### src/rtl/core/soc_pkg.sv
// Shared types, register codes and constants for the spectrum occupancy detector.
`default_nettype none

package soc_pkg;

	// Configuration register indexes
	localparam int CFG_INDEX_W = 3;
	localparam int CFG_DATA_W  = 16;
	localparam logic [CFG_INDEX_W-1:0] CFG_THRESHOLD_DB   = 3'd0;
	localparam logic [CFG_INDEX_W-1:0] CFG_MIN_HOT_BINS   = 3'd1;
	localparam logic [CFG_INDEX_W-1:0] CFG_PERSIST_FRAMES = 3'd2;
	localparam logic [CFG_INDEX_W-1:0] CFG_GATE_SECONDS   = 3'd3;
	localparam logic [CFG_INDEX_W-1:0] CFG_COOLDOWN_MS    = 3'd4;

	// Register reset values
	localparam logic signed [7:0] THRESHOLD_RST = -8'sd60;
	localparam logic [8:0]        MIN_HOT_RST   = 9'd8;
	localparam logic [7:0]        PERSIST_RST   = 8'd5;
	localparam logic [7:0]        GATE_SEC_RST  = 8'd3;
	localparam logic [15:0]       COOLDOWN_RST  = 16'd5000;

	// Gate limit in ms: gate_seconds * 1000 fits in 18 bits
	localparam int          GATE_LIMIT_W = 18;
	localparam logic [9:0]  MS_PER_SEC   = 10'd1000;

	// Saturation limits
	localparam logic [8:0]  HOT_MAX     = 9'h1FF;
	localparam logic [7:0]  PERSIST_MAX = 8'hFF;
	localparam logic [31:0] GATE_MAX    = 32'hFFFF_FFFF;

	// Frame phase codes
	localparam logic [1:0] PHASE_SCAN      = 2'd0;
	localparam logic [1:0] PHASE_CANDIDATE = 2'd1;
	localparam logic [1:0] PHASE_GATE      = 2'd2;

	typedef struct packed {
		logic signed [7:0] bin_level;
		logic              last_bin;
		logic [31:0]       frame_time_ms;
	} soc_in_t;

	typedef struct packed {
		logic [8:0]  hot_count;
		logic [1:0]  phase;
		logic [7:0]  persist_level;
		logic [31:0] gate_time_ms;
		logic        alert_on;
		logic        beep_start;
		logic        beep_stop;
	} soc_out_t;

endpackage

`default_nettype wire

### src/rtl/core/spectrum_occupancy_detector.sv
// Top level of the spectrum occupancy detector: bin counting and frame decision.
`default_nettype none

// Channel   Dir  Handshake           Word
// in        in   in_valid/in_stall   soc_in_t  (one spectrum bin)
// out       out  out_valid/out_stall soc_out_t (one frame result, on last bin only)
// cfg       in   cfg_wr_en           cfg_index/cfg_data
//
// One bin per cycle unless a stalled result holds a last bin: each word is held in the input
// register, where the bin compare and, on the last bin, the frame decision are done into the result register.
// out_valid rises once the last bin passes from the input register into the result register.
// Reset clears all counters, timers and the alert and loads register defaults.
// A stalled result holds only last bins back; other bins keep flowing.

module spectrum_occupancy_detector
	import soc_pkg::*;
(
	input  wire logic                   clk,
	input  wire logic                   arst_n,
	input  wire logic                   in_valid,
	output      logic                   in_stall,
	input  wire soc_in_t                in_data,
	output      logic                   out_valid,
	input  wire logic                   out_stall,
	output      soc_out_t               out_data,
	input  wire logic                   cfg_wr_en,
	input  wire logic [CFG_INDEX_W-1:0] cfg_index,
	input  wire logic [CFG_DATA_W-1:0]  cfg_data
);

	// Configuration registers
	logic signed [7:0]       threshold_q;
	logic [8:0]              min_hot_q;
	logic [7:0]              persist_frames_q;
	logic [GATE_LIMIT_W-1:0] gate_limit_q;
	logic [15:0]             cooldown_cfg_q;

	// Detector state
	logic [8:0]  hot_accum_q;
	logic [7:0]  persist_q;
	logic [31:0] gate_q;
	logic [15:0] cooldown_q;
	logic [31:0] prev_time_q;
	logic        first_frame_q;
	logic        alert_q;

	// Pipeline registers
	logic     valid_s1;
	soc_in_t  word_s1;
	logic     out_valid_q;
	soc_out_t out_word_q;

	// Frame close logic
	logic        slot_free;
	logic        advance;
	logic        accept;
	logic        bin_hot;
	logic [8:0]  hot_next;
	logic [31:0] dt;
	logic [15:0] cool_dec;
	logic        detected;
	logic [7:0]  persist_next;
	logic        in_gate;
	logic [32:0] gate_sum;
	logic [31:0] gate_add;
	logic        gate_reached;
	logic        beep_fire;
	logic        stop_fire;
	logic [31:0] gate_next;
	logic        alert_next;
	logic [15:0] cool_next;
	logic [1:0]  phase_next;

	// Handshake
	assign slot_free = !out_valid_q || !out_stall;
	assign advance   = valid_s1 && (!word_s1.last_bin || slot_free);
	assign in_stall  = valid_s1 && !advance;
	assign accept    = in_valid && !in_stall;
	assign out_valid = out_valid_q;
	assign out_data  = out_word_q;

	// Count this bin, saturating
	always_comb begin
		bin_hot  = word_s1.bin_level > threshold_q;
		hot_next = hot_accum_q + ((bin_hot && hot_accum_q != HOT_MAX) ? 9'd1 : 9'd0);
	end

	// Elapsed time and cooldown
	always_comb begin
		dt = first_frame_q ? 32'd0 : word_s1.frame_time_ms - prev_time_q;
		if ({16'd0, cooldown_q} > dt) begin
			cool_dec = cooldown_q - dt[15:0];
		end else begin
			cool_dec = 16'd0;
		end
	end

	// Persistence, gate timer and alert
	always_comb begin
		detected     = hot_next >= min_hot_q;
		persist_next = (persist_q != PERSIST_MAX) ? persist_q + 8'd1 : persist_q;
		in_gate      = persist_next >= persist_frames_q;
		gate_sum     = {1'b0, gate_q} + {1'b0, dt};
		gate_add     = gate_sum[32] ? GATE_MAX : gate_sum[31:0];
		gate_reached = gate_add >= {{(32-GATE_LIMIT_W){1'b0}}, gate_limit_q};
		beep_fire    = 1'b0;
		stop_fire    = 1'b0;
		cool_next    = cool_dec;
		if (!detected) begin
			persist_next = 8'd0;
			gate_next    = 32'd0;
			alert_next   = 1'b0;
			stop_fire    = alert_q;
			phase_next   = PHASE_SCAN;
		end else if (!in_gate) begin
			gate_next  = 32'd0;
			alert_next = alert_q;
			phase_next = PHASE_CANDIDATE;
		end else begin
			gate_next  = gate_add;
			alert_next = alert_q || gate_reached;
			phase_next = PHASE_GATE;
			if (gate_reached && cool_dec == 16'd0) begin
				beep_fire = 1'b1;
				cool_next = cooldown_cfg_q;
			end
		end
	end

	// Configuration writes
	always_ff @(posedge clk or negedge arst_n) begin
		if (!arst_n) begin
			threshold_q      <= THRESHOLD_RST;
			min_hot_q        <= MIN_HOT_RST;
			persist_frames_q <= PERSIST_RST;
			gate_limit_q     <= GATE_LIMIT_W'(GATE_SEC_RST) * GATE_LIMIT_W'(MS_PER_SEC);
			cooldown_cfg_q   <= COOLDOWN_RST;
		end else if (cfg_wr_en) begin
			case (cfg_index)
				CFG_THRESHOLD_DB:   threshold_q      <= cfg_data[7:0];
				CFG_MIN_HOT_BINS:   min_hot_q        <= cfg_data[8:0];
				CFG_PERSIST_FRAMES: persist_frames_q <= cfg_data[7:0];
				CFG_GATE_SECONDS:   gate_limit_q     <=
					GATE_LIMIT_W'(cfg_data[7:0]) * GATE_LIMIT_W'(MS_PER_SEC);
				CFG_COOLDOWN_MS:    cooldown_cfg_q   <= cfg_data;
				default: ;
			endcase
		end
	end

	// Input register
	always_ff @(posedge clk or negedge arst_n) begin
		if (!arst_n) begin
			valid_s1 <= 1'b0;
		end else begin
			valid_s1 <= accept || (valid_s1 && !advance);
		end
	end

	always_ff @(posedge clk) begin
		if (accept) begin
			word_s1 <= in_data;
		end
	end

	// Advance detector state
	always_ff @(posedge clk or negedge arst_n) begin
		if (!arst_n) begin
			hot_accum_q   <= 9'd0;
			persist_q     <= 8'd0;
			gate_q        <= 32'd0;
			cooldown_q    <= 16'd0;
			prev_time_q   <= 32'd0;
			first_frame_q <= 1'b1;
			alert_q       <= 1'b0;
		end else if (advance) begin
			if (word_s1.last_bin) begin
				hot_accum_q   <= 9'd0;
				persist_q     <= persist_next;
				gate_q        <= gate_next;
				cooldown_q    <= cool_next;
				prev_time_q   <= word_s1.frame_time_ms;
				first_frame_q <= 1'b0;
				alert_q       <= alert_next;
			end else begin
				hot_accum_q <= hot_next;
			end
		end
	end

	// Result register
	always_ff @(posedge clk or negedge arst_n) begin
		if (!arst_n) begin
			out_valid_q <= 1'b0;
		end else if (advance && word_s1.last_bin) begin
			out_valid_q <= 1'b1;
		end else if (!out_stall) begin
			out_valid_q <= 1'b0;
		end
	end

	always_ff @(posedge clk) begin
		if (advance && word_s1.last_bin) begin
			out_word_q.hot_count     <= hot_next;
			out_word_q.phase         <= phase_next;
			out_word_q.persist_level <= persist_next;
			out_word_q.gate_time_ms  <= gate_next;
			out_word_q.alert_on      <= alert_next;
			out_word_q.beep_start    <= beep_fire;
			out_word_q.beep_stop     <= stop_fire;
		end
	end

endmodule

`default_nettype wire

### config.mk
export PLATFORM = sky130hd
export DESIGN_NAME = spectrum_occupancy_detector
export DESIGN_NICKNAME = d
export VERILOG_FILES = /design/src/rtl/core/soc_pkg.sv /design/src/rtl/core/spectrum_occupancy_detector.sv
export SDC_FILE = /design/constraint.sdc
export NUM_CORES = 1
export LEC_CHECK = 0
export BUFFER_PORTS_ARGS = -buffer_cell sky130_fd_sc_hd__buf_2
export CAP_MARGIN = 20
export CORE_UTILIZATION = 60
export CTS_BUF_LIST = sky130_fd_sc_hd__clkbuf_4
export CTS_CLUSTER_SIZE = 16
export DETAILED_ROUTE_END_ITERATION = 7
export PLACE_DENSITY = 0.79
export REMOVE_ABC_BUFFERS = 1
export SLEW_MARGIN = 5
export SYNTH_ARGS = -nofsm -noshare
export SYNTH_HDL_FRONTEND = slang
export SYNTH_SLANG_ARGS = --single-unit
### constraint.sdc
create_clock -name clk -period 11.4 [get_ports clk]
set_input_delay 2.85 -clock clk [delete_from_list [all_inputs] [get_ports clk]]
set_output_delay 2.85 -clock clk [all_outputs]
set_load 0.03 [all_outputs]
-- Word level (Yosys, flattened, before mapping)
Cells that the tools add are included.
- memory bits (read-only): 0
- bits in latches: 0
- word-level logic and storage cells: 84
- input bits: 65
- memories: 0
- output and inout bits: 56
- RAM bits: 0
- register bits: 252
- bitwise gates (word level): 0
- $lt $le $gt $ge: 5
- eq/ne operators: 7
- reduce and logical (&&, ||, !) cells: 24
- muxes and demuxes: 18
- multipliers: 1
- divide/modulo/power cells: 0
- shifts and indexed selects: 0
- $add $sub $neg: 5
- operator list (cell ; count):
    $mux W32 ; 4
    $mux W16 ; 4
    $add A32 B32 Y33 ; 1
    $ge A32 B18 Y1 ; 1
    $gt A16 B32 Y1 ; 1
    $sub A32 B32 Y32 ; 1
    $logic_not A16 Y1 ; 1
    $mux W8 ; 2
    $sub A16 B16 Y16 ; 1
    $mul A8 B7 Y15 const B ; 1
    $reduce_and A2 Y1 ; 7
    $add A9 B1 Y9 ; 1
    $ge A9 B9 Y1 ; 1
    $mux W9 ; 1
    $ne A9 B9 Y1 const B ; 1
    $add A8 B1 Y8 const B ; 1
    $ge A8 B8 Y1 ; 1
    $gt A8 B8 Y1 ; 1
    $ne A8 B8 Y1 const B ; 1
    $eq A3 B2 Y1 const B ; 2
    $logic_and A1 B1 Y1 ; 6
    $mux W1 ; 6
    $logic_not A1 Y1 ; 5
    $logic_or A1 B1 Y1 ; 4
    5 further kinds ; 5

-- Depth between registers and ports, before layout
Gate-level depths: netlist of the first run.
- word-level depth: 9
- depth in mapped cells: 33
- gate-level depth less buffers: 31

-- Worst setup path after synthesis of the first run
Ideal clock, no wire load.
- path kind: in2reg
- from: in cfg_data[0]
- to: reg gate_limit_q[17]
- setup slack: 4.712 ns
- data arrival time: 6.555 ns
- setup time: 0.133 ns
- path buffers: 0
- stages on the path: 16
- data required time: 11.267 ns
- path through: fa_1 inv_1 fa_1 fa_1 inv_1 fa_1 ha_1 inv_1 o21bai_1 a21oi_1 nor2b_1 o21a_1 o31a_1 o41ai_1 xnor2_1 o21ai_0
- longest elaborated chain between the ends: 1
- RTL lines (what ; RTL line ; text):
    start, declared ; spectrum_occupancy_detector.sv:28 ; input wire logic [CFG_DATA_W-1:0] cfg_data
    $mul A8 B7 Y15 ; spectrum_occupancy_detector.sv:144 ; GATE_LIMIT_W'(cfg_data[7:0]) * GATE_LIMIT_W'(MS_PER_SEC);
    end signal, assigned ; spectrum_occupancy_detector.sv:136 ; gate_limit_q <= GATE_LIMIT_W'(GATE_SEC_RST) * GATE_LIMIT_W'(MS_PER_SEC);
    end signal, assigned ; spectrum_occupancy_detector.sv:143 ; CFG_GATE_SECONDS: gate_limit_q <=
    end, declared ; spectrum_occupancy_detector.sv:35 ; logic [GATE_LIMIT_W-1:0] gate_limit_q;
No other way between the ends.
A chain may end at the register's enable or synchronous reset.

-- Worst setup path in the final report of the first run
- from: reg word_s1[0] (netlist bit)
- to: reg out_word_q (netlist bit out_data[1]) (data pin)
- longest elaborated chain between the ends: 7
- elaborated cells on any way between the ends: 11
- those cells by class: add/sub: 3; order compare: 2; mux: 4; reduce/logical: 2
- RTL lines (what ; RTL line ; text):
    start, declared ; spectrum_occupancy_detector.sv:49 ; soc_in_t word_s1;
    start signal, assigned ; spectrum_occupancy_detector.sv:162 ; word_s1 <= in_data;
    $sub A32 B32 Y32 * ; spectrum_occupancy_detector.sv:90 ; dt = first_frame_q ? 32'd0 : word_s1.frame_time_ms - prev_time_q;
    $mux W32 * ; spectrum_occupancy_detector.sv:90 ;
    $add A32 B32 Y33 (tied with other cells) ; spectrum_occupancy_detector.sv:103 ; gate_sum = {1'b0, gate_q} + {1'b0, dt};
    $mux W32 or $mux W16 (tied branches) ; spectrum_occupancy_detector.sv:104, spectrum_occupancy_detector.sv:91 ;
    $ge A32 B18 Y1 or $logic_not A16 Y1 (tied branches) ; spectrum_occupancy_detector.sv:105, spectrum_occupancy_detector.sv:123 ;
    $logic_and A1 B1 Y1 * ; spectrum_occupancy_detector.sv:123 ; if (gate_reached && cool_dec == 16'd0) begin
    $mux W1 * ; spectrum_occupancy_detector.sv:123 ;
    end, declared ; spectrum_occupancy_detector.sv:51 ; soc_out_t out_word_q;
Every way passes the cells marked *; elsewhere a longest branch is shown, timed or not.

==> results of run 1 <==
## worst max-delay path: cells and delay by family (launching register included)
family / cells / cell delay, ns
AO/OA/AOI/OAI: 10 / 3.24
AND/OR/NAND/NOR: 12 / 2.32
adder cells (fa/ha/maj): 4 / 1.30
flip-flops: 1 / 0.38
buffers and inverters: 2 / 0.14
## placed cells by master (no fill, tap or decap), drive strengths merged, types with 12 or more instances in the layout
cell type  instances
o31ai             31
clkinv            18
nor3              42
nor2             115
o21a              20
and3              27
inv              145
o21bai            12
a211oi            22
clkbuf           103
buf              132
a211o             12
nor2b             15
edfxtp            95
xnor2             34
nand3             35
nand4             26
and2              17
o21ai            131
a21oi            104
xor2              40
o211ai            14
dfrtp            138
nand2b            15
ha               159
mux2              59
dfstp             19
nand2            222
a21o              29
fa                25
a32oi             17
## final timing paths
check,cells after the start,from,to
max in group asynchronous,2,arst_n,gate_q[26]
min in group asynchronous,1,arst_n,threshold_q[5]
max,28,word_s1[0],out_data[1]
max reg2reg,28,word_s1[0],out_data[1]
min reg2reg,2,word_s1[18],prev_time_q[18]
min,2,word_s1[18],prev_time_q[18]
## per-layer routing
metal | up-vias | part of all wire | global-route usage
li1 | 6845 | - | -
met2 | 465 | 0.45 | 0.476
met1 | 6795 | 0.47 | 0.437
met5 | - | 0 | 0
met4 | 0 | 0.018 | 0.0889
met3 | 61 | 0.060 | 0.0509
## logic make-up after synthesis
family	after synthesis	share of synthesized area
flip-flops	252	0.396
AO/OA/AOI/OAI	453	0.176
XOR/XNOR	74	0.0377
multiplexers	65	0.0422
adder cells (fa/ha/maj)	184	0.145
buffers and inverters	209	0.0476
AND/OR/NAND/NOR	568	0.156
## report_power, final
group	switching (mW)	internal, mW	total [mW]
Combinational	0.912	0.551	1.46
Sequential	0.0416	1.05	1.10
Clock	0.403	0.444	0.848
## stage by stage
step | hold WS (ns) | util | std cells
4_1_cts | 0.488 | 0.679 | 2375
5_1_grt | 0.514 | 0.679 | 2377
3_3_place_gp | 0.469 | 0.646 | 2249
6_report | 0.488 | 0.679 | 2377
2_1_floorplan | 0.450 | - | 1739
3_5_place_dp | 0.476 | 0.646 | 2249
## final cells by class
type / count / area, um2
diodes: 2 / 5.00
clock buffers: 103 / 773
clock inverters: 23 / 146
fillers: 2268 / 9000
inverters: 143 / 542
multi-input cells: 1344 / 9570
flip-flops and latches: 252 / 6810
well taps: 378 / 473
repair buffers: 132 / 697
## registers in the layout, summed over array words and instances (netlist names)
name,count
valid_s1,1
gate_limit_q,15
hot_accum_q,9
alert_q,1
word_s1,41
prev_time_q,32
out_data,54
out_valid,1
persist_frames_q,8
persist_q,8
cooldown_q,16
min_hot_q,9
cooldown_cfg_q,16
first_frame_q,1
gate_q,32
threshold_q,8
==> reports/summary.txt, run 1 <==
Gr ovfl total: 0
Synth top cells by count: nand2_1, ha_1, inv_1
Final Skew: 0.0506 ns
IO Port Bufs: 120
Synthesized area: 17200 um2
Max Cap Viol: 0
Synth cell types: 80
EDFF count, synth: 95
Clock slew at reported path FFs: 0.06 ns
Final #Nets: 2191
Total number of vias: 14200
Reg2reg setup slack: 3.73 ns
Critical Path End Type: flip-flop
Pre-antenna DRT Iters: 5
Starting Density: 0.613
CTS resizes: 0
PnR Total Power: 3.41 mW
Seq cells post-synth: 252
Largest cells by area after synthesis: dfrtp_1, edfxtp_1, ha_1, nand2_1, mux2_2
Drt wl/cell: 18.2 um
GRT Util Overall: 0.305
Crit start category: flip-flop
RSZ-0062 raised after global routing: false
Pwr dens: 179 nW/um2
Synth area leader: dfrtp_1
Layout cells sized above 1: 0.177
Placement Setup Slack: 3.89 ns
DIE WIDTH: 171 um
Fmax: 130 MHz
Antenna Nets Post-Route: 0
WP data required: 11.80 ns
Leakage: 8.82 nW
Detailed Route Iter0 Violations: 1111
WL final: 43400 um
Gate Count Post-Synth: 1805
Vias per inst: 5.96
Worst EP arrival: 8.07 ns
Share of the synthesized area in the top cell type: 0.201
Sink Count: 252
Ports: 121
Setup TNS: 0 ns
Async SR Flop Fraction: 0.623
Final Cycle Share: 0.673
Row count: 61
Slew margin rel.: 0.291
Clk buf depth: 3
Slew Viols, Final: 0
DP Area: 18100 um2
Synth Warn #: 0
Vias in the first global route: 13800
Die H: 171 um
Root buffer cell: clkbuf_4
Routability cong.: 0.940
Run status: completed
Core Area: 28000 um2
Worst slew pin tran: 1.06 ns
Hold_buf cts: 0
Slowest cell on crit path: o211ai_4
First-pass GRT wire length: 70200 um
Final Critical Period: 7.67 ns
Synth Area per Inst: 9.52 um2
Worst Setup Slack, final: 3.73 ns
Most common flop cell mapped by yosys: dfrtp_1
Slowest stage delay, CP: 0.67 ns
Setup violators final: 0
Largest net degree at the start of global routing: 105
DP HPWL: 32500 um
H-tree depth: 3
Synth-to-Final Area Change: 10.6%
CP Class: reg -> reg
TritonCTS clock tree: done
CTS buffer count: 69
Seq/Total Area, Yosys: 0.396
Clk_lat worst skew: 0.70 ns
HP Class: reg -> reg
Most common cell in the netlist: nand2_1
Die area: 29300 um2
VDD IR max: 0.112 mV
Final instance area: 19000 um2
Worst Path Max Fanout: 17
Initial antenna violation count: 1
Setup bufs post-CTS: 0
# DRC: 0
Final hold violations: 0
No activity file was read; power rests on OpenSTA's default activity.
==> run 2: changes to the inputs <==
Settings changed: CORE_UTILIZATION 60 to 57.
Clock period 11.4 ns to 6.6 ns, I/O delays scaled along.
==> run 2 against run 1 <==
  * Setup slack worse by 3.6 ns
  * Critical path depth increased by 2
  * First-iteration DRC count increased by 6.8%
  * Critical path type unchanged
  * Clock skew increased by 0.029 ns
  * Sequential share of layout area fell by 2.0 points
  * Final cell count increased by 3.6%
  * Clock power rose by 77%
==> reports/summary.txt, run 2 (synthesis gave the netlist of run 1 again) <==
Crit start category: flip-flop
Die H: 176 um (+2.6%)
Max Cap Viol: 0 (unchanged)
Largest net degree at the start of global routing: 73 (-30%)
Worst EP arrival: 6.96 ns (-1.11 ns)
Run status: completed
Critical R2R Launch: word_s1[1]
Initial antenna violation count: 1 (unchanged)
Setup violators final: 0 (unchanged)
CP Class: reg -> reg
Ports: 121 (unchanged)
GRT Util Overall: 0.302 (-0.00297)
Clk_lat worst skew: 0.71 ns (about the same)
Most common cell after layout, fill and taps aside: nand2_1
Vias in the first global route: 14400 (+4.6%)
Hold Path End: gate_limit_q[13]
Commonest cells after routing, fill and taps aside: nand2_1, dfrtp_1, inv_1, ha_1, buf_2
Pre-antenna DRT Iters: 5 (unchanged)
HP Class: reg -> reg
Drt wl/cell: 19.1 um (+4.5%)
DIE WIDTH: 176 um (+2.6%)
Worst slew pin tran: 1.03 ns (-0.0318 ns)
Total number of vias: 14800 (+4.7%)
Slowest cell on crit path: edfxtp_1
Gr ovfl total: 0 (unchanged)
Final Critical Period: 6.45 ns (-1.22 ns)
H-tree depth: 3 (unchanged)
Routability cong.: 0.994 (+5.8%)
Setup TNS: 0 ns (unchanged)
WL final: 46900 um (+8.2%)
Synth-to-Final Area Change: 17.1%
Row count: 63 (+3.3%)
Final hold violations: 0 (unchanged)
Max reg flops: 54 (unchanged)
Finished Layout Cells: 2462 (+3.6%)
Clock slew at reported path FFs: 0.07 ns (about the same)
Pwr dens: 313 nW/um2 (+75%)
WP data required: 7.11 ns (-4.69 ns)
Slowest stage delay, CP: 0.42 ns (-0.25 ns)
VDD IR max: 0.220 mV (+97%)
Starting Density: 0.580 (-0.0337)
Worst Path Max Fanout: 7 (-10)
Critical Path End Type: flip-flop
Reg2Reg Depth: 30 (+7.1%)
Final Skew: 0.0800 ns (+0.0294 ns)
Hold_buf cts: 0 (unchanged)
DP HPWL: 34600 um (+6.5%)
Detailed Route Iter0 Violations: 1187 (+6.8%)
Cell mode on critical path: nand2_1
Reg2reg setup slack: 0.15 ns (-3.58 ns)
Leakage: 9.26 nW (+5.0%)
RR Endpoint: cooldown_q[15]
IO Port Bufs: 120 (unchanged)
Root buffer cell: clkbuf_4
Antenna Nets Post-Route: 0 (unchanged)
Slew margin rel.: 0.312 (+0.0212)
Hold path depth: 2 (unchanged)
Placed insts: 2318 (+3.1%)
Sink Count: 252 (unchanged)
First-pass GRT wire length: 73800 um (+5.1%)
# DRC: 0 (unchanged)
RSZ-0062 raised after global routing: true
Vias per inst: 6.02 (+1.1%)
Final #Nets: 2263 (+3.3%)
Die area: 30800 um2 (+5.2%)
CTS buffer count: 69 (unchanged)
Clk buf depth: 3 (unchanged)
Hold path start: gate_limit_q[13]
Fmax: 155 MHz (+19%)
Layout cells sized above 1: 0.247 (+0.0695)
Final Cycle Share: 0.978 (+0.305)
Slew Viols, Final: 0 (unchanged)
Core Area: 29600 um2 (+5.8%)
TritonCTS clock tree: done
==> run 2: repair_timing <==
item,CTS,global route
buffers inserted,1,14
endpoints found under the setup margin,17,19
resized for setup,7,105
pin swaps,1,36
==> run 2: worst max-delay path: cells and delay by family (launching register included) <==
family / cells / cell delay [ns]
compound gates: 14 / 2.82
xor+xnor: 2 / 0.36
fa+ha+maj: 3 / 0.82
buf+inv: 2 / 0.29
flops: 1 / 0.42
simple gates: 9 / 1.55
==> run 2: metrics by stage <==
stage	util	setup WS (ns)	hold WS, ns	area (um2)	total power [mW]
floorplan	-	-0.538	0.450	16900	3.74
global placement	0.625	0.130	0.468	18500	4.48
detailed placement	0.625	0.0153	0.474	18500	4.54
CTS	0.658	0.00772	0.455	19500	6.07
global route	0.679	-0.0615	0.513	20100	6.73
finish	0.679	0.147	0.486	20100	6.31
==> run 2: report_power, final <==
part | internal (mW) | switching [mW] | leakage (nW)
registers | 1.82 | 0.0753 | 2.92
clock network | 0.806 | 0.690 | 0.562
logic | 1.17 | 1.74 | 5.78
total | 3.80 | 2.51 | 9.26
==> run 2: final cells by class <==
cell class	count	area [um2]
Multi-Input combinational cell	1344	10100
Fill cell	2388	9520
Sequential cell	252	6810
Timing Repair Buffer	204	1260
Clock buffer	111	833
Inverter	143	542
Tap cell	390	488
Clock inverter	17	108
Antenna cell	1	2.50
==> run 2: how the worst max path moves through the flow <==
| stage | end | slack [ns] | cells past startpoint | start |
|---|---|---|---|---|
| 3_3_place_gp | out_data[2] | 0.13 | 29 | word_s1[0] |
| 3_5_place_dp | cooldown_q[3] | 0.02 | 30 | word_s1[0] |
| 4_1_cts | out_data[1] | 0.008 | 30 | word_s1[0] |
| 6_report | cooldown_q[15] | 0.15 | 30 | word_s1[1] |
| 5_1_grt | cooldown_q[15] | -0.06 | 30 | word_s1[4] |
| 2_1_floorplan | cooldown_q[10] | -0.54 | 6 | out_stall |
==> run 2: per-layer routing <==
| layer | track usage | wire length [um] | vias to the layer above |
|---|---|---|---|
| li1 | - | - | 6967 |
| met1 | 0.418 | 20600 | 7196 |
| met2 | 0.472 | 21700 | 562 |
| met3 | 0.0576 | 3270 | 103 |
| met4 | 0.113 | 1360 | 0 |
| met5 | 0 | 0 | - |
